--- src/rtl/vpa_pkg.sv ---
// Shared types, constants and helpers for the vector primitive assembler.
// No dependencies; every rtl module imports this package.
package vpa_pkg;

  // Event codes carried in the action field
  localparam logic [3:0] ACT_BEGIN_LINES = 4'd0;
  localparam logic [3:0] ACT_LINE_VTX    = 4'd1;
  localparam logic [3:0] ACT_STRIP_RESET = 4'd2;
  localparam logic [3:0] ACT_STRIP_VTX   = 4'd3;
  localparam logic [3:0] ACT_BEGIN_LOOP  = 4'd4;
  localparam logic [3:0] ACT_LOOP_VTX    = 4'd5;
  localparam logic [3:0] ACT_END_LOOP    = 4'd6;
  localparam logic [3:0] ACT_POINT       = 4'd7;
  localparam logic [3:0] ACT_LINE        = 4'd8;

  // Configuration register indexes
  localparam int unsigned CFG_IDX_W = 2;
  localparam logic [CFG_IDX_W-1:0] REG_SCALE    = 2'd0;
  localparam logic [CFG_IDX_W-1:0] REG_OFFSET_X = 2'd1;
  localparam logic [CFG_IDX_W-1:0] REG_Y_TOP    = 2'd2;

  localparam logic [15:0] SCALE_RESET    = 16'd3518;
  localparam logic [15:0] OFFSET_X_RESET = 16'd8025;
  localparam logic [15:0] Y_TOP_RESET    = 16'd4320;

  localparam int unsigned QUEUE_DEPTH = 4;

  localparam int unsigned IN_W  = 104;
  localparam int unsigned OUT_W = 80;

  typedef struct packed {
    logic [15:0] scale_q8;
    logic [15:0] offset_x_q4;
    logic [15:0] y_top_q4;
  } cfg_t;

  typedef struct packed {
    logic [3:0]  action;
    logic [31:0] xy;       // pos_y in 31:16, pos_x in 15:0
    logic [31:0] end_xy;
    logic [31:0] colour;   // alpha, blue, green, red from the top down
  } item_t;

  typedef struct packed {
    logic [31:0] from_xy;
    logic [31:0] to_xy;
    logic [31:0] colour;
    logic        point;
  } seg_t;

  // Drop negatives, take the integer part of a Q12 value, saturate at 4095
  function automatic logic [11:0] clamp_q12(input logic signed [34:0] v);
    logic [11:0] r;
    if (v[34])
      r = 12'd0;
    else if (|v[33:24])
      r = 12'd4095;
    else
      r = v[23:12];
    return r;
  endfunction

  // floor(p / 255), exact for any product of two 8-bit values
  function automatic logic [7:0] div255(input logic [15:0] p);
    logic [16:0] t;
    t = {1'b0, p} + {9'd0, p[15:8]} + 17'd1;
    return t[15:8];
  endfunction

endpackage

--- src/rtl/vpa_front.sv ---
// Front end: accepts vertex events, tracks pair/strip/loop state and
// issues segment commands to the queue. Depends on vpa_pkg.
module vpa_front
  import vpa_pkg::*;
(
  input  logic  clk,
  input  logic  rst,
  input  logic  in_valid,
  output logic  in_ready,
  input  item_t in_item,
  input  logic  q_full,
  output logic  push,
  output seg_t  seg
);

  logic        pair_pending;
  logic [31:0] pair_first_xy;
  logic        strip_has_prev;
  logic [31:0] strip_prev_xy;
  logic        loop_has_first;
  logic        loop_has_prev;
  logic [31:0] loop_first_xy;
  logic [31:0] loop_first_colour;
  logic [31:0] loop_prev_xy;

  logic accept;
  logic emit;

  assign in_ready = !q_full;
  assign accept   = in_valid && in_ready;
  assign push     = accept && emit;

  always_comb begin
    emit         = 1'b0;
    seg.from_xy  = in_item.xy;
    seg.to_xy    = in_item.end_xy;
    seg.colour   = in_item.colour;
    seg.point    = 1'b0;
    case (in_item.action)
      ACT_LINE_VTX: begin
        emit         = pair_pending;
        seg.from_xy  = pair_first_xy;
        seg.to_xy    = in_item.xy;
      end
      ACT_STRIP_VTX: begin
        emit         = strip_has_prev;
        seg.from_xy  = strip_prev_xy;
        seg.to_xy    = in_item.xy;
      end
      ACT_LOOP_VTX: begin
        emit         = loop_has_prev;
        seg.from_xy  = loop_prev_xy;
        seg.to_xy    = in_item.xy;
      end
      ACT_END_LOOP: begin
        emit         = loop_has_prev && loop_has_first;
        seg.from_xy  = loop_prev_xy;
        seg.to_xy    = loop_first_xy;
        seg.colour   = loop_first_colour;
      end
      ACT_POINT: begin
        emit         = 1'b1;
        seg.to_xy    = in_item.xy;
        seg.point    = 1'b1;
      end
      ACT_LINE: begin
        emit         = 1'b1;
      end
      default: begin
        emit         = 1'b0;
      end
    endcase
  end

  always_ff @(posedge clk) begin
    if (rst) begin
      pair_pending   <= 1'b0;
      strip_has_prev <= 1'b0;
      loop_has_first <= 1'b0;
      loop_has_prev  <= 1'b0;
    end else if (accept) begin
      case (in_item.action)
        ACT_BEGIN_LINES: pair_pending <= 1'b0;
        ACT_LINE_VTX: begin
          if (!pair_pending)
            pair_first_xy <= in_item.xy;
          pair_pending <= !pair_pending;
        end
        ACT_STRIP_RESET: strip_has_prev <= 1'b0;
        ACT_STRIP_VTX: begin
          strip_prev_xy  <= in_item.xy;
          strip_has_prev <= 1'b1;
        end
        ACT_BEGIN_LOOP, ACT_END_LOOP: begin
          loop_has_first <= 1'b0;
          loop_has_prev  <= 1'b0;
        end
        ACT_LOOP_VTX: begin
          if (!loop_has_first) begin
            loop_first_xy     <= in_item.xy;
            loop_first_colour <= in_item.colour;
          end
          loop_has_first <= 1'b1;
          loop_prev_xy   <= in_item.xy;
          loop_has_prev  <= 1'b1;
        end
        default: ;
      endcase
    end
  end

endmodule

--- config.mk ---
export PLATFORM = sky130hd
export DESIGN_NAME = vpa_front
export DESIGN_NICKNAME = d
export VERILOG_FILES = /design/src/rtl/vpa_pkg.sv /design/src/rtl/vpa_front.sv
export SDC_FILE = /design/constraint.sdc
export NUM_CORES = 1
export LEC_CHECK = 0
export BUFFER_PORTS_ARGS = -buffer_cell sky130_fd_sc_hd__clkbuf_2
export CORE_MARGIN = 5
export CORE_UTILIZATION = 35
export CTS_CLUSTER_DIAMETER = 50
export CTS_CLUSTER_SIZE = 40
export DETAILED_ROUTE_END_ITERATION = 16
export PLACE_DENSITY = 0.66
export SLEW_MARGIN = 25
export SYNTH_ARGS = -nofsm -noshare
export SYNTH_HDL_FRONTEND = slang
export SYNTH_SLANG_ARGS = --single-unit
--- constraint.sdc ---
create_clock -name clk -period 15.18 [get_ports clk]
set_input_delay 0.759 -clock clk [delete_from_list [all_inputs] [get_ports clk]]
set_output_delay 0.759 -clock clk [all_outputs]
set_load 0.005 [all_outputs]
==> results.md, run 1 <==
- Avg Cell Area, Syn: 15.1 sq um
- CP Launch Type: input port
- Flop pwr share: 48.0%
- Largest net degree at the start of global routing: 72
- DP HPWL: 12500 microns
- Worst Hold Class: register to register
- Clock sinks: 163
- Grt total ovfl: 0
- WL/cell: 20.0 microns
- Clock share of power: 42.0%
- H-tree Lvls: 4
- Critical path's slowest cell: nor2b_4
- I/O pins: 203
- Top cells by area, synth: edfxtp_1 65%, nand4b_1 5.0%, mux2_1 4.9%
- Hold Vio Cnt, Final: 0
- Top FF cell, synth: edfxtp_1
- Cell Rows: 53
- CTS Root Cell: clkbuf_16
- Drt via density: 5.33
- Slew headroom: 32.4%
- CTS tree: yes
- Leakage power: 3.58 nW
- Net Switching: 243 uW
- Inserted Clock Buffers: 17
- # DRC: 0
- # hold bufs at CTS: 0
- Crit path required time: 14420 ps
- Max Fclk: 236 MHz
- RSZ-0062 raised after global routing: false
- Synth top area share: 65.1%
- DIE AREA: 24100 sq um
- Final setup TNS: 0 ps
- Post_cts resized: 0
- Comb power frac: 9.9%
- GRT Total Usage: 16.1%
- YS warnings: 0
- Fill cells: 1864
- FF+latch area: 4860 sq um
- Met1 Usage GRT: 21.5%
- Setup violators final: 0
- P&R area growth vs syn: 25.8%
- Initial antenna violation count: 0
- Cell Chain, Critical Path: clkbuf_2, nor2b_4, a21oi_4, a221o_1, clkbuf_2
- Die span in x: 155 microns
- Worst VDD drop: 0.0848 mV
- Slowest stage delay, CP: 970 ps
- Crit path time final: 4230 ps
- Slew @ Worst Pin: 1010 ps
- Internal power: 791 uW
- GRT met2 Usage: 26.0%
- Post-Syn Instances: 489
- Count leader, synth: edfxtp_1
- MaxCap Viol Count: 0
- CP dominant cell by count: clkbuf_2
- Worst-Skew Late Latency: 420 ps
- Status: finished, final reports clean
- Diode count: 0
- Number of global-route vias before repair: 5213
- Switching Fraction: 23.5%
- Crit path DAT: 3470 ps
- Async SR Flop Fraction: 0%
- Global routing usage on met3: 4.59%
- Critical Path Sink Type: primary output
- Skew final: 11.0 ps
- Busiest grt layer: met2
- Multi-input logic area: 2310 sq um
- Critical path type: input port to primary output
- Post-CTS setup repair buffer count: 0
- DIE HEIGHT: 155 microns
- Via count: 5131
- Layout cells sized above 1: 38.5%
- Synth top cells by count: 160 x edfxtp_1, 42 x nand4b_1, 35 x a21o_1
- Clk pin slew, worst setup/hold paths: 60 ps
- Dominant cell type by area after synthesis: edfxtp_1
- Syn nets: 593
- Max-slew violation count: 0
- Post-synth EDFFs: 160
- PD cells: 111 nW/um^2
- Routability cong.: 0.771
- CP bufs+invs: 2
- PnR Total Power: 1.03 mW
- Final nets: 779
- Buffers on Ports: 202
- Initial Util: 35.3%
- Routed Antenna Nets: 0
- Iter 0 DRT Violations: 301
- 1st-pass router iterations: 5
- Worst-path maximum fanout: 55
- Longest Clk Path Bufs: 2
- CORE AREA: 20900 sq um
- Synth unique cells: 39
- Detailed Route WL: 19300 microns
- Synth Register Bits: 163
- CP delay by family, top: simple AND/OR/NAND/NOR gates
- Synth Cell Area: 7380 sq um
- Register area share after synthesis: 65.9%
- Tcrit/Tclk final: 27.9%
- First-pass GRT wire length: 29900 microns
power groups by stage:
stage                     clock network, mW  registers (mW)  logic (mW)
after floorplan                           0           0.507      0.0510
after global placement                    0           0.507       0.103
after detailed placement                  0           0.507       0.105
after CTS                             0.444           0.497       0.105
after global routing                  0.463           0.497       0.114
final                                 0.435           0.497       0.103
through the flow:
step | hold WS, ps | utilization [%] | std cells | cell area, sq um | worst slack, ps
after detailed placement | 482 | 41.4 | 930 | 8660 | 10940
after global routing | 500 | 44.4 | 963 | 9280 | 10740
final | 496 | 44.4 | 963 | 9280 | 10950
after floorplan | 448 | - | 489 | 7380 | 7160
after CTS | 491 | 44.3 | 962 | 9250 | 10940
after global placement | 462 | 41.4 | 930 | 8650 | 11030
kinds of logic after synthesis:
kind of cell,Yosys count,synth area share (%)
buffers and inverters,60,3.58
and+or+nand+nor,83,8.18
DFF,163,65.9
AOI/OAI and AO/OA,133,14.8
muxes,50,7.48
cell type report:
cell class                      instances  area share (%)
Sequential cell                       163            52.4
Inverter                               13           0.526
Tap cell                              275            3.71
Clock buffer                           17            4.58
Timing Repair Buffer                  214            12.0
Multi-Input combinational cell        266            24.9
Clock inverter                         15            1.83
layout by cell type (no fill, tap or decap), types with 3 or more instances in the layout:
master | Yosys | final
clkbuf_2 | 0 | 202
edfxtp_1 | 160 | 160
nand4b_1 | 42 | 42
a21o_1 | 35 | 35
a22o_1 | 32 | 32
mux2_1 | 32 | 32
a221o_1 | 23 | 23
clkbuf_16 | 0 | 17
a31oi_1 | 14 | 14
inv_1 | 13 | 13
nand2_1 | 11 | 11
buf_4 | 4 | 11
nor2_1 | 10 | 10
mux2_2 | 9 | 9
a32oi_1 | 9 | 9
o221ai_1 | 9 | 9
mux2i_1 | 9 | 9
inv_6 | 0 | 5
nand2b_1 | 3 | 3
a21oi_1 | 4 | 3
dfxtp_1 | 3 | 3
state kept, by name (all words and copies together), names as in the netlist:
signal	count
pair_pending	1
strip_prev_xy	32
loop_prev_xy	32
pair_first_xy	32
loop_first_xy	32
loop_first_colour	32
loop_has_prev	1
strip_has_prev	1
worst register-to-register path, delay by kind of cell, from the launching register on:
| kind | cells | cell delay (ps) |
|---|---|---|
| buf+inv | 1 | 710 |
| simple gates | 1 | 260 |
| flops | 1 | 340 |
worst paths after layout:
| check | from | endpoint | slack (ps) | cells after the start |
|---|---|---|---|---|
| setup / recovery | in_item[96] | seg[70] | 10950 | 5 |
| hold / removal | strip_has_prev$_SDFFE_PP0P_ | strip_has_prev$_SDFFE_PP0P_ | 500 | 2 |
| hold reg to reg | strip_has_prev$_SDFFE_PP0P_ | strip_has_prev$_SDFFE_PP0P_ | 500 | 2 |
| setup reg to reg | loop_has_prev$_SDFFE_PP0P_ | loop_first_xy[25]$_DFFE_PP_ | 13400 | 2 |
routing by layer:
layer  vias to the layer above  wire length (microns)  share of wire, %
met5                         -                      0                 0
met4                         0                    285               1.5
met3                        18                   1400               7.3
met2                       205                   9170                48
met1                      2517                   8400                44
li1                       2391                      -                 -
(Power assumes the default switching activity.)
==> inputs of run 2 (changes only) <==
==> constraint.sdc (replaced) <==
create_clock -name clk -period 4.4 [get_ports clk]
set_input_delay 0.22 -clock clk [delete_from_list [all_inputs] [get_ports clk]]
set_output_delay 0.22 -clock clk [all_outputs]
set_load 0.005 [all_outputs]
==> results.md, run 2 (synthesis results as in run 1) <==
- DIE HEIGHT: 155 microns
- Flop pwr share: 48.7%
- GRT Total Usage: 16.0%
- Worst-Skew Late Latency: 420 ps
- Detailed Route WL: 19400 microns
- Worst VDD drop: 0.250 mV
- Critical Path Sink Type: primary output
- Grt total ovfl: 0
- DP HPWL: 12800 microns
- Tcrit/Tclk final: 64.2%
- Clock share of power: 40.5%
- Setup violators final: 0
- WL/cell: 19.5 microns
- CTS Root Cell: clkbuf_16
- RSZ-0062 raised after global routing: false
- # hold bufs at CTS: 30
- P&R area growth vs syn: 29.9%
- Most frequent cells in the layout: 202 x clkbuf_2, 160 x edfxtp_1, 42 x nand4b_1
- Comb power frac: 10.8%
- 1st-pass router iterations: 4
- First-pass GRT wire length: 29800 microns
- Max Fclk: 354 MHz
- WHS Path Cells: 1
- Drt via density: 5.24
- Worst R2R Path Depth: 2
- Most common cell after layout, fill and taps aside: clkbuf_2
- Buffers on Ports: 202
- Inst Count DP: 935
- Routed Antenna Nets: 0
- Switching Fraction: 22.5%
- Post_cts resized: 0
- Via count: 5223
- Crit path required time: 4180 ps
- Finished Layout Cells: 996
- Initial Util: 35.3%
- CP Launch Type: input port
- Final nets: 814
- Worst Hold Class: input port to register
- Clk pin slew, worst setup/hold paths: 60 ps
- Cell Chain, Critical Path: clkbuf_2, and4bb_4, buf_4, mux2_1, clkbuf_2
- # DRC: 0
- Largest net degree at the start of global routing: 46
- PD cells: 368 nW/um^2
- Max-slew violation count: 0
- Leakage power: 3.70 nW
- Crit path DAT: 2600 ps
- Routability cong.: 0.733
- MaxCap Viol Count: 0
- Initial antenna violation count: 0
- Net Switching: 793 uW
- Internal power: 2.73 mW
- CORE AREA: 20900 sq um
- I/O pins: 203
- Slew @ Worst Pin: 885 ps
- Status: finished, final reports clean
- Clock sinks: 163
- Die span in x: 155 microns
- Layout cells sized above 1: 36.9%
- Longest Clk Path Bufs: 2
- CP dominant cell by count: clkbuf_2
- Crit path time final: 2820 ps
- CP delay by family, top: buffers and inverters
- Number of global-route vias before repair: 5203
- Iter 0 DRT Violations: 274
- Post-CTS setup repair buffer count: 0
- Skew final: 13.9 ps
- Diode count: 0
- Fill cells: 1858
- Final setup TNS: 0 ps
- Slew headroom: 41.0%
- Cell Rows: 53
- CP bufs+invs: 3
- CP Depth: 5
- H-tree Lvls: 4
- CTS tree: yes
- Critical path type: input port to primary output
- Critical path's slowest cell: clkbuf_2
- Worst-path maximum fanout: 45
- Hold Vio Cnt, Final: 0
- Slowest stage delay, CP: 650 ps
- DIE AREA: 24100 sq um
- Inserted Clock Buffers: 17
==> run 2: final cells by class <==
class | instances | area, sq um | area share [%]
sequential | 163 | 4860 | 50.8
multi-input combinational | 266 | 2320 | 24.2
timing repair buffer | 249 | 1440 | 15.0
clock buffer | 18 | 429 | 4.48
tap | 275 | 344 | 3.59
clock inverter | 12 | 134 | 1.40
inverter | 13 | 48.8 | 0.509
==> run 2: path summary, 6_finish.rpt <==
check	from	end	slack (ps)
hold reg to reg	strip_has_prev$_SDFFE_PP0P_	strip_has_prev$_SDFFE_PP0P_	480
setup / recovery	in_item[97]	seg[2]	1580
setup reg to reg	loop_has_prev$_SDFFE_PP0P_	loop_first_xy[3]$_DFFE_PP_	2910
hold / removal	in_item[9]	loop_first_colour[9]$_DFFE_PP_	20
==> run 2: routing by layer <==
| metal | up-vias | share of wire, % | GRT usage, % | wire length, microns |
|---|---|---|---|---|
| met5 | - | 0 | 0 | 0 |
| met3 | 12 | 7.0 | 4.67 | 1360 |
| li1 | 2451 | - | - | - |
| met1 | 2584 | 43 | 20.8 | 8330 |
| met2 | 176 | 49 | 26.6 | 9550 |
| met4 | 0 | 0.87 | 3.79 | 168 |
==> run 2: per-stage QoR <==
stage	power (mW)	worst slack [ps]	utilization, %	hold slack (ps)	instance area (sq um)
2_1_floorplan	1.93	535	-	289	7400
3_3_place_gp	2.11	1580	41.7	408	8710
3_5_place_dp	2.11	1550	41.7	411	8710
4_1_cts	3.55	1550	45.8	0.371	9570
5_1_grt	3.65	1420	45.9	9.77	9580
6_report	3.52	1580	45.9	20.2	9580
==> run 2: power by group through the flow <==
stage	Clock, mW	Combinational [mW]	Sequential [mW]
after floorplan	0	0.177	1.75
after global placement	0	0.358	1.75
after detailed placement	0	0.363	1.75
after CTS	1.45	0.385	1.72
after global routing	1.52	0.419	1.71
final	1.43	0.382	1.72
==> inputs of run 3 (changes only) <==
--- a/config.mk
+++ b/config.mk
@@ -11,7 +11,7 @@
 export CTS_CLUSTER_DIAMETER = 50
 export CTS_CLUSTER_SIZE = 40
 export DETAILED_ROUTE_END_ITERATION = 16
-export PLACE_DENSITY = 0.66
+export PLACE_DENSITY = 0.68
 export SLEW_MARGIN = 25
 export SYNTH_ARGS = -nofsm -noshare
 export SYNTH_HDL_FRONTEND = slang
==> constraint.sdc (replaced) <==
create_clock -name clk -period 2.5 [get_ports clk]
set_input_delay 0.125 -clock clk [delete_from_list [all_inputs] [get_ports clk]]
set_output_delay 0.125 -clock clk [all_outputs]
set_load 0.005 [all_outputs]
==> results.md, run 3 (synthesis results as in run 1) <==
- Buffers on Ports: 202
- Number of global-route vias before repair: 5764
- H-tree Lvls: 4
- Reg-to-reg critical path startpoint: loop_has_prev$_SDFFE_PP0P_
- Most common cell after layout, fill and taps aside: clkbuf_2
- Cell Rows: 53
- Crit path time final: 1930 ps
- Setup WS pre-CTS: 553 ps
- DP HPWL: 12700 microns
- Skew final: 11.0 ps
- CP startpoint: in_item[99]
- Status: finished, final reports clean
- Reg2Reg Setup Slack: 930 ps
- Initial antenna violation count: 0
- Leakage power: 3.88 nW
- I/O pins: 203
- Routability cong.: 0.757
- Die span in x: 155 microns
- Hold Vio Cnt, Final: 0
- Final nets: 849
- Largest net degree at the start of global routing: 57
- Final Util: 47.7%
- PnR worst setup slack: 569 ps
- Post-route cell area: 9970 sq um
- # DRC: 0
- Max Fclk: 518 MHz
- Critical Path Sink Type: primary output
- Longest Clk Path Bufs: 2
- Inserted Clock Buffers: 17
- Worst-Skew Late Latency: 420 ps
- Detailed Route WL: 19500 microns
- Clock share of power: 40.7%
- Flop pwr share: 47.9%
- CP Launch Type: input port
- CORE AREA: 20900 sq um
- Tcrit/Tclk final: 77.3%
- Worst hold slack: 14.9 ps
- Crit path DAT: 1810 ps
- Initial Util: 35.3%
- RSZ-0062 raised after global routing: false
- 1st-pass router iterations: 5
- Layout cells sized above 1: 36.3%
- Diode count: 0
- CTS tree: yes
- Comb power frac: 11.4%
- Final setup TNS: 0 ps
- Clk pin slew, worst setup/hold paths: 60 ps
- Most frequent cells in the layout: 202 x clkbuf_2, 160 x edfxtp_1, 60 x dlygate4sd3_1
- Drt via density: 5.22
- Via count: 5388
- Switching Fraction: 22.8%
- Max-slew violation count: 0
- Worst-path maximum fanout: 23
- Worst Hold Class: input port to register
- MaxCap Viol Count: 0
- Post-CTS setup repair buffer count: 0
- Area after DPL: 8780 sq um
- Setup violators final: 0
- First-pass GRT wire length: 31000 microns
- Clock sinks: 163
- Worst VDD drop: 0.457 mV
- WL/cell: 18.9 microns
- Crit path required time: 2380 ps
- Net Switching: 1.44 mW
- Hold path start: in_item[71]
- Slew headroom: 61.4%
- Internal power: 4.86 mW
- P&R area growth vs syn: 35.1%
- Critical path type: input port to primary output
- PD cells: 632 nW/um^2
- DIE HEIGHT: 155 microns
- Slew @ Worst Pin: 579 ps
- DIE AREA: 24100 sq um
- Grt total ovfl: 0
- CTS Root Cell: clkbuf_16
- Iter 0 DRT Violations: 268
- GRT Total Usage: 16.5%
- Routed Antenna Nets: 0
run 3: timing repair:
item,in CTS,in global routing
gates resized for setup,0,0
hold endpoints to repair,144,0
setup endpoints to repair,0,0
hold buffers,60,0
run 3: per-stage QoR:
step	total power, mW	std cells
floorplan	3.39	489
detailed placement	3.73	941
global placement	3.72	941
CTS	6.39	1033
global route	6.56	1033
finish	6.30	1033
run 3: cell type report:
class / instances / area [sq um]
Tap cell: 275 / 344
Clock buffer: 18 / 429
Inverter: 13 / 48.8
Multi-Input combinational cell: 266 / 2340
Timing Repair Buffer: 284 / 1790
Fill cell: 1831 / 10900
Sequential cell: 163 / 4860
Clock inverter: 14 / 153
run 3: per-layer routing:
layer / up-vias / track usage, % / wire [microns]
met5: - / 0 / 0
met1: 2653 / 20.3 / 8290
met2: 186 / 29.1 / 9730
li1: 2534 / - / -
met3: 15 / 4.26 / 1250
met4: 0 / 4.29 / 274
run 3: worst paths after layout:
check / end / depth (start not counted)
max reg2reg: loop_first_colour[19]$_DFFE_PP_ / 2
min: strip_prev_xy[7]$_DFFE_PP_ / 1
min reg2reg: strip_has_prev$_SDFFE_PP0P_ / 2
max: seg[71] / 6
run 3: power groups by stage:
stage	clock [mW]	combinational, mW	sequential [mW]
2_1_floorplan	0	0.316	3.08
3_3_place_gp	0	0.642	3.08
3_5_place_dp	0	0.652	3.08
4_1_cts	2.65	0.726	3.02
5_1_grt	2.76	0.791	3.02
6_report	2.56	0.717	3.02
run 3: worst max-delay path: stages:
cell and delay (ps):
clkbuf_2 230, and4bb_4 630, a21oi_2 50, buf_4 240, a221o_1 400, clkbuf_2 130
