**src/rtl/vpa_pkg.sv**
```systemverilog
// Shared types, constants and helpers for the vector primitive assembler.
// No dependencies; every rtl module imports this package.
package vpa_pkg;

  // Event codes carried in the action field
  localparam logic [3:0] ACT_BEGIN_LINES = 4'd0;
  localparam logic [3:0] ACT_LINE_VTX    = 4'd1;
  localparam logic [3:0] ACT_STRIP_RESET = 4'd2;
  localparam logic [3:0] ACT_STRIP_VTX   = 4'd3;
  localparam logic [3:0] ACT_BEGIN_LOOP  = 4'd4;
  localparam logic [3:0] ACT_LOOP_VTX    = 4'd5;
  localparam logic [3:0] ACT_END_LOOP    = 4'd6;
  localparam logic [3:0] ACT_POINT       = 4'd7;
  localparam logic [3:0] ACT_LINE        = 4'd8;

  // Configuration register indexes
  localparam int unsigned CFG_IDX_W = 2;
  localparam logic [CFG_IDX_W-1:0] REG_SCALE    = 2'd0;
  localparam logic [CFG_IDX_W-1:0] REG_OFFSET_X = 2'd1;
  localparam logic [CFG_IDX_W-1:0] REG_Y_TOP    = 2'd2;

  localparam logic [15:0] SCALE_RESET    = 16'd3518;
  localparam logic [15:0] OFFSET_X_RESET = 16'd8025;
  localparam logic [15:0] Y_TOP_RESET    = 16'd4320;

  localparam int unsigned QUEUE_DEPTH = 4;

  localparam int unsigned IN_W  = 104;
  localparam int unsigned OUT_W = 80;

  typedef struct packed {
    logic [15:0] scale_q8;
    logic [15:0] offset_x_q4;
    logic [15:0] y_top_q4;
  } cfg_t;

  typedef struct packed {
    logic [3:0]  action;
    logic [31:0] xy;       // pos_y in 31:16, pos_x in 15:0
    logic [31:0] end_xy;
    logic [31:0] colour;   // alpha, blue, green, red from the top down
  } item_t;

  typedef struct packed {
    logic [31:0] from_xy;
    logic [31:0] to_xy;
    logic [31:0] colour;
    logic        point;
  } seg_t;

  // Drop negatives, take the integer part of a Q12 value, saturate at 4095
  function automatic logic [11:0] clamp_q12(input logic signed [34:0] v);
    logic [11:0] r;
    if (v[34])
      r = 12'd0;
    else if (|v[33:24])
      r = 12'd4095;
    else
      r = v[23:12];
    return r;
  endfunction

  // floor(p / 255), exact for any product of two 8-bit values
  function automatic logic [7:0] div255(input logic [15:0] p);
    logic [16:0] t;
    t = {1'b0, p} + {9'd0, p[15:8]} + 17'd1;
    return t[15:8];
  endfunction

endpackage

```
**src/rtl/vpa_queue.sv**
```systemverilog
// Short segment queue between front and back ends.
// Depends on vpa_pkg for the segment type.
module vpa_queue
  import vpa_pkg::*;
#(
  parameter int unsigned DEPTH = QUEUE_DEPTH
) (
  input  logic clk,
  input  logic rst,
  input  logic push,
  input  seg_t push_seg,
  output logic full,
  output logic out_valid,
  input  logic out_ready,
  output seg_t out_seg
);

  localparam int unsigned PTR_W = (DEPTH > 1) ? $clog2(DEPTH) : 1;
  localparam int unsigned CNT_W = $clog2(DEPTH + 1);
  localparam logic [PTR_W-1:0] LAST = PTR_W'(DEPTH - 1);

  seg_t             mem [DEPTH];
  logic [PTR_W-1:0] wr_ptr;
  logic [PTR_W-1:0] rd_ptr;
  logic [CNT_W-1:0] count;
  logic             pop;

  assign full      = (count == CNT_W'(DEPTH));
  assign out_valid = (count != '0);
  assign out_seg   = mem[rd_ptr];
  assign pop       = out_valid && out_ready;

  always_ff @(posedge clk) begin
    if (push)
      mem[wr_ptr] <= push_seg;
  end

  always_ff @(posedge clk) begin
    if (rst) begin
      wr_ptr <= '0;
      rd_ptr <= '0;
      count  <= '0;
    end else begin
      if (push)
        wr_ptr <= (wr_ptr == LAST) ? '0 : wr_ptr + 1'b1;
      if (pop)
        rd_ptr <= (rd_ptr == LAST) ? '0 : rd_ptr + 1'b1;
      if (push && !pop)
        count <= count + 1'b1;
      else if (pop && !push)
        count <= count - 1'b1;
    end
  end

endmodule

```
**config.mk**
```make
export PLATFORM = sky130hd
export DESIGN_NAME = vpa_queue
export DESIGN_NICKNAME = d
export VERILOG_FILES = /design/src/rtl/vpa_pkg.sv /design/src/rtl/vpa_queue.sv
export SDC_FILE = /design/constraint.sdc
export NUM_CORES = 1
export LEC_CHECK = 0
export BUFFER_PORTS_ARGS = -buffer_cell sky130_fd_sc_hd__buf_4
export CORE_ASPECT_RATIO = 2
export CORE_UTILIZATION = 52
export DETAILED_ROUTE_END_ITERATION = 16
export GPL_TIMING_DRIVEN = 0
export HOLD_SLACK_MARGIN = 0.03
export PLACE_DENSITY_LB_ADDON = 0.2
export SYNTH_ARGS = -nofsm -noshare
export SYNTH_HDL_FRONTEND = slang
export SYNTH_SLANG_ARGS = --single-unit
export TNS_END_PERCENT = 30
```
**constraint.sdc**
```tcl
create_clock -name clk -period 5.6 [get_ports clk]
set_input_delay 0.84 -clock clk [delete_from_list [all_inputs] [get_ports clk]]
set_output_delay 0.84 -clock clk [all_outputs]
set_load 0.01 [all_outputs]
```
==> flow_metrics.py, run 1 <==
metrics = {
    "sta": {
        "rsz0062_at_grt": "false",
        "slew_viol_final": 0,
        "setup_violations": 0,
        "finalHoldViolations": 0,
        "post-route-period-util_pct": 54.9,
        "max-slew-margin-rel_pct": 53.3,
        "fin_setup_tns_ps": 0,
        "layout_min_cycle_time_ps": 3070,
        "skew_ps": 11.6,
        "worst_hold_slack_ps": 503,
        "clock.fmax_mhz": 325,
        "tightest_slew_ps": 701,
    },
    "hold_path": {
        "holdPathStages": 2,
        "hold_start": "rd_ptr[0]",
        "hold_path_class": "reg -> reg",
    },
    "detailed_routing": {
        "num_vias": 6498,
        "drc": 0,
        "antenna_left": 0,
        "via_per_inst": 5.58,
        "wl_mm": 26.7,
        "drtIter0Drc": 339,
        "drt_first_pass_iters": 4,
        "wire_per_inst_um": 23.0,
    },
    "power_and_ir_drop": {
        "cellPowerDensity_mw_per_mm2": 417,
        "ir_worst_vdd_mv": 0.304,
        "power.leakage_nw": 5.96,
    },
    "yosys": {
        "synth.area.top_cells": "edfxtp_1 81%, mux4_2 15%, dfxtp_1 1.2%",
        "synth_top_area_cell": "edfxtp_1",
        "synth_nets": 659,
        "synth_seq_cells": 397,
        "yosysUniqueCellTypes": 20,
        "syn_inst": 551,
        "synth_top_area_share_pct": 80.7,
        "ys_seq_area_share_pct": 82.0,
        "synth.cell_area_mm2": 0.0144,
        "yosysWarnings": 0,
        "syn_avg_cell_area_um2": 26.2,
    },
    "placed_design": {
        "io_buffers": 199,
        "gp_routability_congestion": 0.682,
        "dp_hpwl_mm": 16.9,
        "place_area_mm2": 0.0165,
    },
    "critical_path": {
        "crit_path_end_kind": "output pin",
        "crit_type": "reg -> out",
        "path_cells": "buf_2 > buf_2 > buf_2 > mux4_2 > buf_4",
        "crit_required_ps": 4760,
        "path_delay_family": "buffers and inverters",
        "r2r-end": "count[2]",
        "reg2reg_depth": 7,
        "reg2reg_slack_ps": 3340,
        "cp_slowest_stage_delay_ps": 370,
        "cp-start-kind": "register",
        "worst-path-buf-inv": 4,
        "slowest_stage": "mux4_2",
        "worstReg2RegStart": "count[0]",
        "cp_common_cell": "buf_2",
        "worstPathArrival_ps": 2230,
        "crit_fanout": 10,
    },
    "finish": {
        "num_antenna_cells": 0,
        "final_area_mm2": 0.0176,
        "multiInputGateArea_mm2": 0.00245,
        "final_util_pct": 65.0,
        "fin_nets": 898,
        "layout_commonest_cell": "edfxtp_1",
        "most-common-layout-cells": "388 x edfxtp_1, 199 x buf_4, 97 x mux4_2, 37 x clkbuf_16, 13 x clkbuf_1",
        "drive_gt1_share_pct": 45.3,
        "seqCellArea_mm2": 0.0118,
        "area_growth_pct": 22.2,
        "fill_cells": 1809,
    },
    "die": {
        "core_mm2": 0.0271,
        "fp.dieArea_mm2": 0.0285,
        "die_h_um": 238,
        "start_util_pct": 53.2,
        "ioPinCount": 200,
        "rows": 85,
        "die_x_um": 120,
    },
    "global_routing": {
        "grt_pass1_wl_mm": 41.5,
        "grtUsageTotal_pct": 19.8,
        "grt_pass1_vias": 7442,
        "grt_overflow": 0,
        "antenna_found_initial": 0,
        "grt_max_degree": 56,
    },
    "clock_network": {
        "clk_latency_ps": 510,
        "clockRootBuffer": "clkbuf_16",
        "htree_levels": 2,
        "cts.sinks": 397,
        "numCtsBuffers": 34,
        "clockBufferDepth": 3,
        "post_cts_buffers": 0,
        "tritoncts": "done",
        "cts.hold.buffers_added": 0,
        "path_clk_slew_ps": 60,
        "cts_resized": 0,
    },
    "run_status": {
        "status": "complete, no violations",
    },
    "flow_run": {
        "cap_violations": 0,
    },
}
[state kept, by name, indices dropped and copies added, names as in the netlist, named ones only]
signal / flops
wr_ptr: 2
mem: 388
rd_ptr: 2
count: 3
[synth_stat cells]
master and count:
clkbuf_1 6, buf_2 11, or3_1 3, buf_6 1, mux2i_1 4, nand2_1 1
nor2_1 6, o31ai_1 1, ha_1 6, mux4_2 97, dfxtp_1 9, a21oi_1 2
xor2_1 2, nor3b_1 1, inv_1 3, fa_1 1, buf_8 4, o21ai_0 1
edfxtp_1 388, and2_1 4
[area by class of cell]
class | instances | area share [%]
Sequential cell | 397 | 67.1
Buffer | 22 | 0.844
Inverter | 3 | 0.0639
Timing Repair Buffer | 203 | 9.10
Clock inverter | 17 | 1.07
Clock buffer | 45 | 5.48
Multi-Input combinational cell | 129 | 13.9
Tap cell | 348 | 2.47
[worst reg2reg max path: cells and delay by family, from the launching register on]
kind / cells / cell delay (ps)
adders and majority gates: 2 / 660
xor gates and xnor gates: 1 / 160
AOI/OAI and AO/OA: 2 / 640
buffers and inverters: 1 / 70
DFF: 1 / 370
and+or+nand+nor: 1 / 300
[metal layers]
layer	global-route usage, %	routed length [um]	up-vias
met5	0	0	-
met1	21.7	9170	3389
met2	36.6	15200	195
met4	8.90	1100	0
li1	-	-	2851
met3	3.89	1290	63
[metrics by stage]
stage | setup WS (ps) | cells | total power (W)
finish | 2530 | 1164 | 0.00735
floorplan | 2050 | 551 | 0.00439
global route | 2390 | 1164 | 0.00764
global placement | 311 | 1098 | 0.00502
detailed placement | 3010 | 1102 | 0.00505
CTS | 2450 | 1164 | 0.00745
[how the worst max path moves through the flow]
stage,from,endpoint,slack [ps],depth (start not counted)
final,register,out_seg[71],2530,5
after global routing,register,out_seg[75],2390,5
after CTS,register,out_seg[75],2450,5
after detailed placement,register,out_seg[75],3010,5
after global placement,push,mem[0][52],310,2
after floorplan,push,mem[0][0],2050,1
[power breakdown]
| group | internal [W] | leakage, nW | total, W | switching [W] |
|---|---|---|---|---|
| logic | 0.000809 | 1.76 | 0.00150 | 0.000688 |
| registers | 0.00341 | 3.64 | 0.00345 | 0.0000425 |
| clock network | 0.00141 | 0.564 | 0.00240 | 0.000994 |
[logic make-up (layout without fill, tap and decap cells)]
| logic type | Yosys count | in the layout | share of synthesized area [%] |
|---|---|---|---|
| buf+inv | 25 | 290 | 1.11 |
| mux | 101 | 101 | 15.4 |
| compound gates | 4 | 4 | 0.156 |
| fa+ha+maj | 7 | 7 | 0.659 |
| xor+xnor | 2 | 2 | 0.121 |
| simple gates | 15 | 15 | 0.538 |
| flops | 397 | 397 | 82.0 |
Power figures use the tool's default switching activity.
==> run 2, diff against run 1 <==
--- a/config.mk
+++ b/config.mk
@@ -5,6 +5,7 @@
 export SDC_FILE = /design/constraint.sdc
 export NUM_CORES = 1
 export LEC_CHECK = 0
+export ABC_AREA = 1
 export BUFFER_PORTS_ARGS = -buffer_cell sky130_fd_sc_hd__buf_4
 export CORE_ASPECT_RATIO = 2
 export CORE_UTILIZATION = 52
==> constraint.sdc (replaced) <==
create_clock -name clk -period 3 [get_ports clk]
set_input_delay 0.45 -clock clk [delete_from_list [all_inputs] [get_ports clk]]
set_output_delay 0.45 -clock clk [all_outputs]
set_load 0.01 [all_outputs]
==> run 2 against run 1 <==
Via count grew 40%. Clock power grew 81%. Count of clock-buffer cells in the layout shrank 1. Synthesized cell count grew 82%. Flip-flop and latch count is the same. Sequential share of layout area shrank 1.3 points. Cell count grew 39%. Worst hold slack lost 390 ps. Clock skew grew 5.1 ps. Critical endpoint is now out_seg[72]. Highest routed layer is now met5.
==> flow_metrics.py, run 2 <==
metrics = {
    "run_status": {
        "status": "complete, no violations",
    },
    "yosys": {
        "synth_top_area_cell": "edfxtp_1",
        "yosysWarnings": 0,
        "ys_async_sr_fraction_pct": 0,
        "syn_avg_cell_area_um2": 14.8,
        "synth_top_area_share_pct": 78.6,
        "synth.most_common_cell": "edfxtp_1",
        "syn_inst": 1001,
        "synth.area.top_cells": "edfxtp_1 79%, nor2_1 5.2%, o21ai_0 4.5%",
        "synth_edf_count": 388,
        "synth.top_cells.by_count": "388 x edfxtp_1, 204 x nor2_1, 133 x o21ai_0",
        "synth_nets": 1109,
        "synth.cell_area_mm2": 0.0148,
        "ys_seq_area_share_pct": 79.9,
        "synth-main-ff-cell": "edfxtp_1",
        "yosysUniqueCellTypes": 22,
        "synth_seq_cells": 397,
    },
    "global_routing": {
        "met1_usage_pct": 25.8,
        "grt_overflow": 0,
        "grtUsageTotal_pct": 23.4,
        "grt_pass1_wl_mm": 50.3,
        "antenna_found_initial": 2,
        "grt_max_degree": 67,
        "grt_use_met2_pct": 43.4,
        "grt_busiest_layer": "met2",
        "grt_pass1_vias": 9103,
        "use_met3_pct": 4.49,
    },
    "clock_network": {
        "htree_levels": 2,
        "clockRootBuffer": "clkbuf_16",
        "numCtsBuffers": 35,
        "tritoncts": "done",
        "clockBufferDepth": 3,
        "path_clk_slew_ps": 60,
        "cts.hold.buffers_added": 0,
        "cts.sinks": 397,
        "clk_latency_ps": 530,
    },
    "finish": {
        "most-common-layout-cells": "388 x edfxtp_1, 204 x nor2_1, 199 x buf_4, 133 x o21ai_0, 97 x o22ai_1",
        "layout_commonest_cell": "edfxtp_1",
        "fin_nets": 1350,
        "instances_no_fill": 1619,
        "final_util_pct": 64.0,
        "largestRegisters": "mem: 388 flops, count: 3 flops",
        "largest_reg_flops": 388,
        "regMostFlops": "mem",
        "area_growth_pct": 21.4,
        "drive_gt1_share_pct": 23.4,
        "num_antenna_cells": 0,
    },
    "sta": {
        "slew_viol_final": 0,
        "skew_ps": 16.7,
        "finalHoldViolations": 0,
        "setup_violations": 0,
        "max-slew-margin-rel_pct": 64.1,
        "tightest_slew_ps": 537,
        "rsz0062_at_grt": "false",
        "layout_min_cycle_time_ps": 2910,
        "post-route-period-util_pct": 97.0,
        "clock.fmax_mhz": 344,
    },
    "placed_design": {
        "gp_routability_congestion": 0.752,
        "dp_hpwl_mm": 21.1,
        "dp.cells": 1561,
        "io_buffers": 199,
    },
    "die": {
        "die_x_um": 121,
        "rows": 87,
        "ioPinCount": 200,
        "core_mm2": 0.0281,
        "die_h_um": 241,
        "fp.dieArea_mm2": 0.0292,
        "start_util_pct": 52.8,
    },
    "critical_path": {
        "crit_fanout": 10,
        "crit_path_end_kind": "output pin",
        "cp-start-kind": "register",
        "crit_type": "reg -> out",
        "crit_required_ps": 2550,
        "worstPathArrival_ps": 2460,
    },
    "detailed_routing": {
        "num_vias": 9084,
        "antenna_left": 0,
        "drc": 0,
        "wl_mm": 34.0,
        "via_per_inst": 5.61,
        "drt_first_pass_iters": 4,
        "drtIter0Drc": 645,
        "wire_per_inst_um": 21.0,
    },
    "hold_path": {
        "hold_path_class": "in -> reg",
    },
    "power_and_ir_drop": {
        "ir_worst_vdd_mv": 0.578,
        "finalPower_w": 0.0153,
        "cellPowerDensity_mw_per_mm2": 851,
        "power.leakage_nw": 6.36,
    },
    "flow_run": {
        "cap_violations": 0,
    },
}
-- run 2: critical path, cell delays in order, from the launching register on --
cell and delay [ps]:
dfxtp_1 480, inv_2 280, buf_6 180, clkbuf_1 410, o21ai_1 130, o22ai_1 270, buf_4 190
-- run 2: cells by family (layout without fill, tap and decap cells) --
logic type               Yosys count  count (layout)  share of synthesized area (%)
AO/OA/AOI/OAI                    296             296                           10.8
adder cells (fa/ha/maj)            7               7                          0.642
flip-flops                       397             397                           79.9
XOR/XNOR                           1               1                         0.0591
AND/OR/NAND/NOR                  222             222                           5.69
buffers and inverters             78             340                           2.94
-- run 2: layout make-up --
cell class	instances	area (um^2)
Sequential cell	397	11800
Fill cell	2068	10100
Multi-Input combinational cell	526	2550
Timing Repair Buffer	204	1620
Clock buffer	44	962
Tap cell	356	445
Buffer	62	374
Clock inverter	14	128
Inverter	16	80.1
-- run 2: final timing paths --
path | from | slack, ps | depth (start not counted) | endpoint
max reg2reg | wr_ptr[0] | 1070 | 6 | mem[2][38]
min | rst | 110 | 2 | count[0]
min reg2reg | wr_ptr[1] | 530 | 2 | wr_ptr[1]
max | register | 90 | 6 | out_seg[72]
-- run 2: power by group --
part	total, W	internal (W)	switching [W]
Combinational	0.00450	0.00181	0.00268
Clock	0.00434	0.00245	0.00189
Sequential	0.00647	0.00636	0.000105
-- run 2: what timing repair did --
action | CTS | global route
setup buffers | 0 | 0
gates resized for setup | 0 | 2
setup endpoints to repair | 0 | 1
-- run 2: per-stage QoR --
stage | hold WS [ps] | setup slack, ps | TNS (ps) | cell area (um^2)
2_1_floorplan | 483 | 84.8 | 0 | 14800
3_3_place_gp | 513 | -1500 | -559300 | 16800
3_5_place_dp | 526 | 611 | 0 | 16900
4_1_cts | 90.7 | 52.3 | 0 | 18000
5_1_grt | 93.7 | 16.2 | 0 | 18000
6_report | 110 | 89.6 | 0 | 18000
-- run 2: routing by layer --
layer | wire length [um] | vias up
met5 | 12 | -
met4 | 1030 | 2
met3 | 1790 | 56
met2 | 18700 | 277
met1 | 12400 | 4508
li1 | - | 4241
==> run 3, diff against run 2 <==
--- a/config.mk
+++ b/config.mk
@@ -8,7 +8,7 @@
 export ABC_AREA = 1
 export BUFFER_PORTS_ARGS = -buffer_cell sky130_fd_sc_hd__buf_4
 export CORE_ASPECT_RATIO = 2
-export CORE_UTILIZATION = 52
+export CORE_UTILIZATION = 33
 export DETAILED_ROUTE_END_ITERATION = 16
 export GPL_TIMING_DRIVEN = 0
 export HOLD_SLACK_MARGIN = 0.03
==> run 3 against run 2 <==
Global-route usage fell by 6.6 points. Sequential power hardly changed. Worst hold slack got worse by 13 ps. Combinational power rose by 3%. Cell area is 2.4% higher. Clock power up 13%. Maximum frequency grew 3.0%. Utilization fell by 22 points. Clock skew fell by 3.7 ps. Cell count rose by 13%. Routed wire length grew 13%. Critical path type unchanged. Largest cell class unchanged. Largest power group unchanged.
==> flow_metrics.py, run 3 (same netlist as run 2, synthesis figures left out) <==
metrics = {
    "clock_network": {
        "post_cts_buffers": 0,
        "clk_latency_ps": 530,
        "path_clk_slew_ps": 70,
        "numCtsBuffers": 37,
        "cts.hold.buffers_added": 0,
        "clockBufferDepth": 3,
        "clockRootBuffer": "clkbuf_16",
        "cts_resized": 5,
        "tritoncts": "done",
        "htree_levels": 2,
        "cts.sinks": 397,
    },
    "critical_path": {
        "crit_fanout": 10,
        "cp.depth": 5,
        "cp_slowest_stage_delay_ps": 510,
        "slowest_stage": "dfxtp_1",
        "worstPathArrival_ps": 2380,
        "crit_required_ps": 2550,
        "crit_end": "out_seg[74]",
        "cp-start-kind": "register",
        "r2r-end": "mem[3][51]",
        "crit_type": "reg -> out",
        "worst-path-buf-inv": 3,
        "crit_path_end_kind": "output pin",
        "path_delay_family": "buffers and inverters",
        "reg2reg_slack_ps": 1110,
        "path_cells": "buf_6 > clkbuf_1 > o21ai_0 > o22ai_1 > buf_4",
        "worstReg2RegStart": "wr_ptr[0]",
        "reg2reg_depth": 4,
    },
    "global_routing": {
        "antenna_found_initial": 4,
        "grt_max_degree": 62,
        "grtUsageTotal_pct": 16.8,
        "grt_pass1_vias": 9279,
        "grt_pass1_wl_mm": 57.5,
        "grt_overflow": 0,
    },
    "sta": {
        "rsz0062_at_grt": "false",
        "slew_viol_final": 0,
        "setup_violations": 0,
        "post-route-period-util_pct": 94.2,
        "tightest_slew_ps": 580,
        "layout_min_cycle_time_ps": 2830,
        "max-slew-margin-rel_pct": 61.3,
        "skew_ps": 13.0,
        "clock.fmax_mhz": 354,
        "finalHoldViolations": 0,
        "worst_slack_ps": 174,
    },
    "detailed_routing": {
        "drc": 0,
        "wl_mm": 38.5,
        "drt_first_pass_iters": 4,
        "antenna_left": 0,
        "drtIter0Drc": 403,
        "num_vias": 9034,
        "wire_per_inst_um": 21.0,
        "via_per_inst": 4.94,
    },
    "finish": {
        "seqCellArea_mm2": 0.0118,
        "regMostFlops": "mem",
        "multiInputGateArea_mm2": 0.00255,
        "drive_gt1_share_pct": 23.9,
        "area_growth_pct": 24.3,
        "largest_reg_flops": 388,
        "final_util_pct": 41.7,
        "fin_nets": 1351,
        "fill_cells": 4122,
        "largestRegisters": "mem: 388 flops, count: 3 flops",
        "layout_commonest_cell": "edfxtp_1",
        "instances_no_fill": 1827,
        "most-common-layout-cells": "388 x edfxtp_1, 204 x nor2_1, 199 x buf_4, 133 x o21ai_0, 97 x o22ai_1",
    },
    "die": {
        "start_util_pct": 33.5,
        "die_x_um": 152,
        "ioPinCount": 200,
        "fp.dieArea_mm2": 0.0458,
        "rows": 109,
        "core_mm2": 0.0442,
        "die_h_um": 302,
    },
    "power_and_ir_drop": {
        "finalPower_w": 0.0160,
        "cellPowerDensity_mw_per_mm2": 870,
        "ir_worst_vdd_mv": 0.616,
        "power.leakage_nw": 6.45,
    },
    "flow_run": {
        "cap_violations": 0,
    },
    "run_status": {
        "status": "complete, no violations",
    },
    "placed_design": {
        "gp_routability_congestion": 0.725,
        "pre_cts_slack_ps": 460,
        "io_buffers": 199,
        "dp.cells": 1759,
        "dp_hpwl_mm": 24.1,
    },
    "hold_path": {
        "hold_path_class": "in -> reg",
        "holdPathStages": 2,
    },
}
## run 3: changes by cell type in the layout (fill, tap and decap cells not counted), moves of 2 or more
cell	change
buf_12	-2
clkbuf_16	+2
bufinv_16	+4
clkbuf_2	+3
## run 3: stage by stage
stage	setup TNS, ps	instance area (um^2)	hold slack [ps]
CTS	0	18400	68.0
global placement	-693350	17000	513
finish	0	18400	97.6
detailed placement	0	17100	522
floorplan	0	14800	483
global route	0	18400	74.1
## run 3: worst min-delay path by stage
| stage | startpoint | endpoint | slack (ps) |
|---|---|---|---|
| floorplan | rd_ptr[1] | register | 480 |
| global placement | rd_ptr[1] | rd_ptr[1] | 510 |
| detailed placement | wr_ptr[1] | wr_ptr[1] | 520 |
| CTS | rst | count[0] | 70 |
| global route | rst | wr_ptr[0] | 70 |
| finish | rst | count[0] | 100 |
## run 3: metal layers
metal / track usage [%] / part of all wire (%) / vias up
met3: 3.45 / 5.0 / 85
met2: 30.9 / 53 / 243
li1: - / - / 4254
met4: 7.21 / 3.8 / 6
met1: 18.5 / 38 / 4446
met5: 0 / 0.12 / -
## run 3: final cells by class
cell class                      instances  share of cell area (%)
Clock buffer                           49                    5.56
Buffer                                 62                    2.05
Timing Repair Buffer                  203                    8.71
Inverter                               16                   0.448
Antenna cell                            1                  0.0136
Tap cell                              555                    3.77
Sequential cell                       397                    64.3
Clock inverter                         18                    1.34
Multi-Input combinational cell        526                    13.8
## run 3: where the power goes
group	total [W]	internal (W)	switching, W	leakage (nW)
combinational	0.00462	0.00182	0.00280	2.19
clock	0.00492	0.00293	0.00199	0.617
sequential	0.00647	0.00637	0.000108	3.64
total	0.0160	0.0111	0.00490	6.45
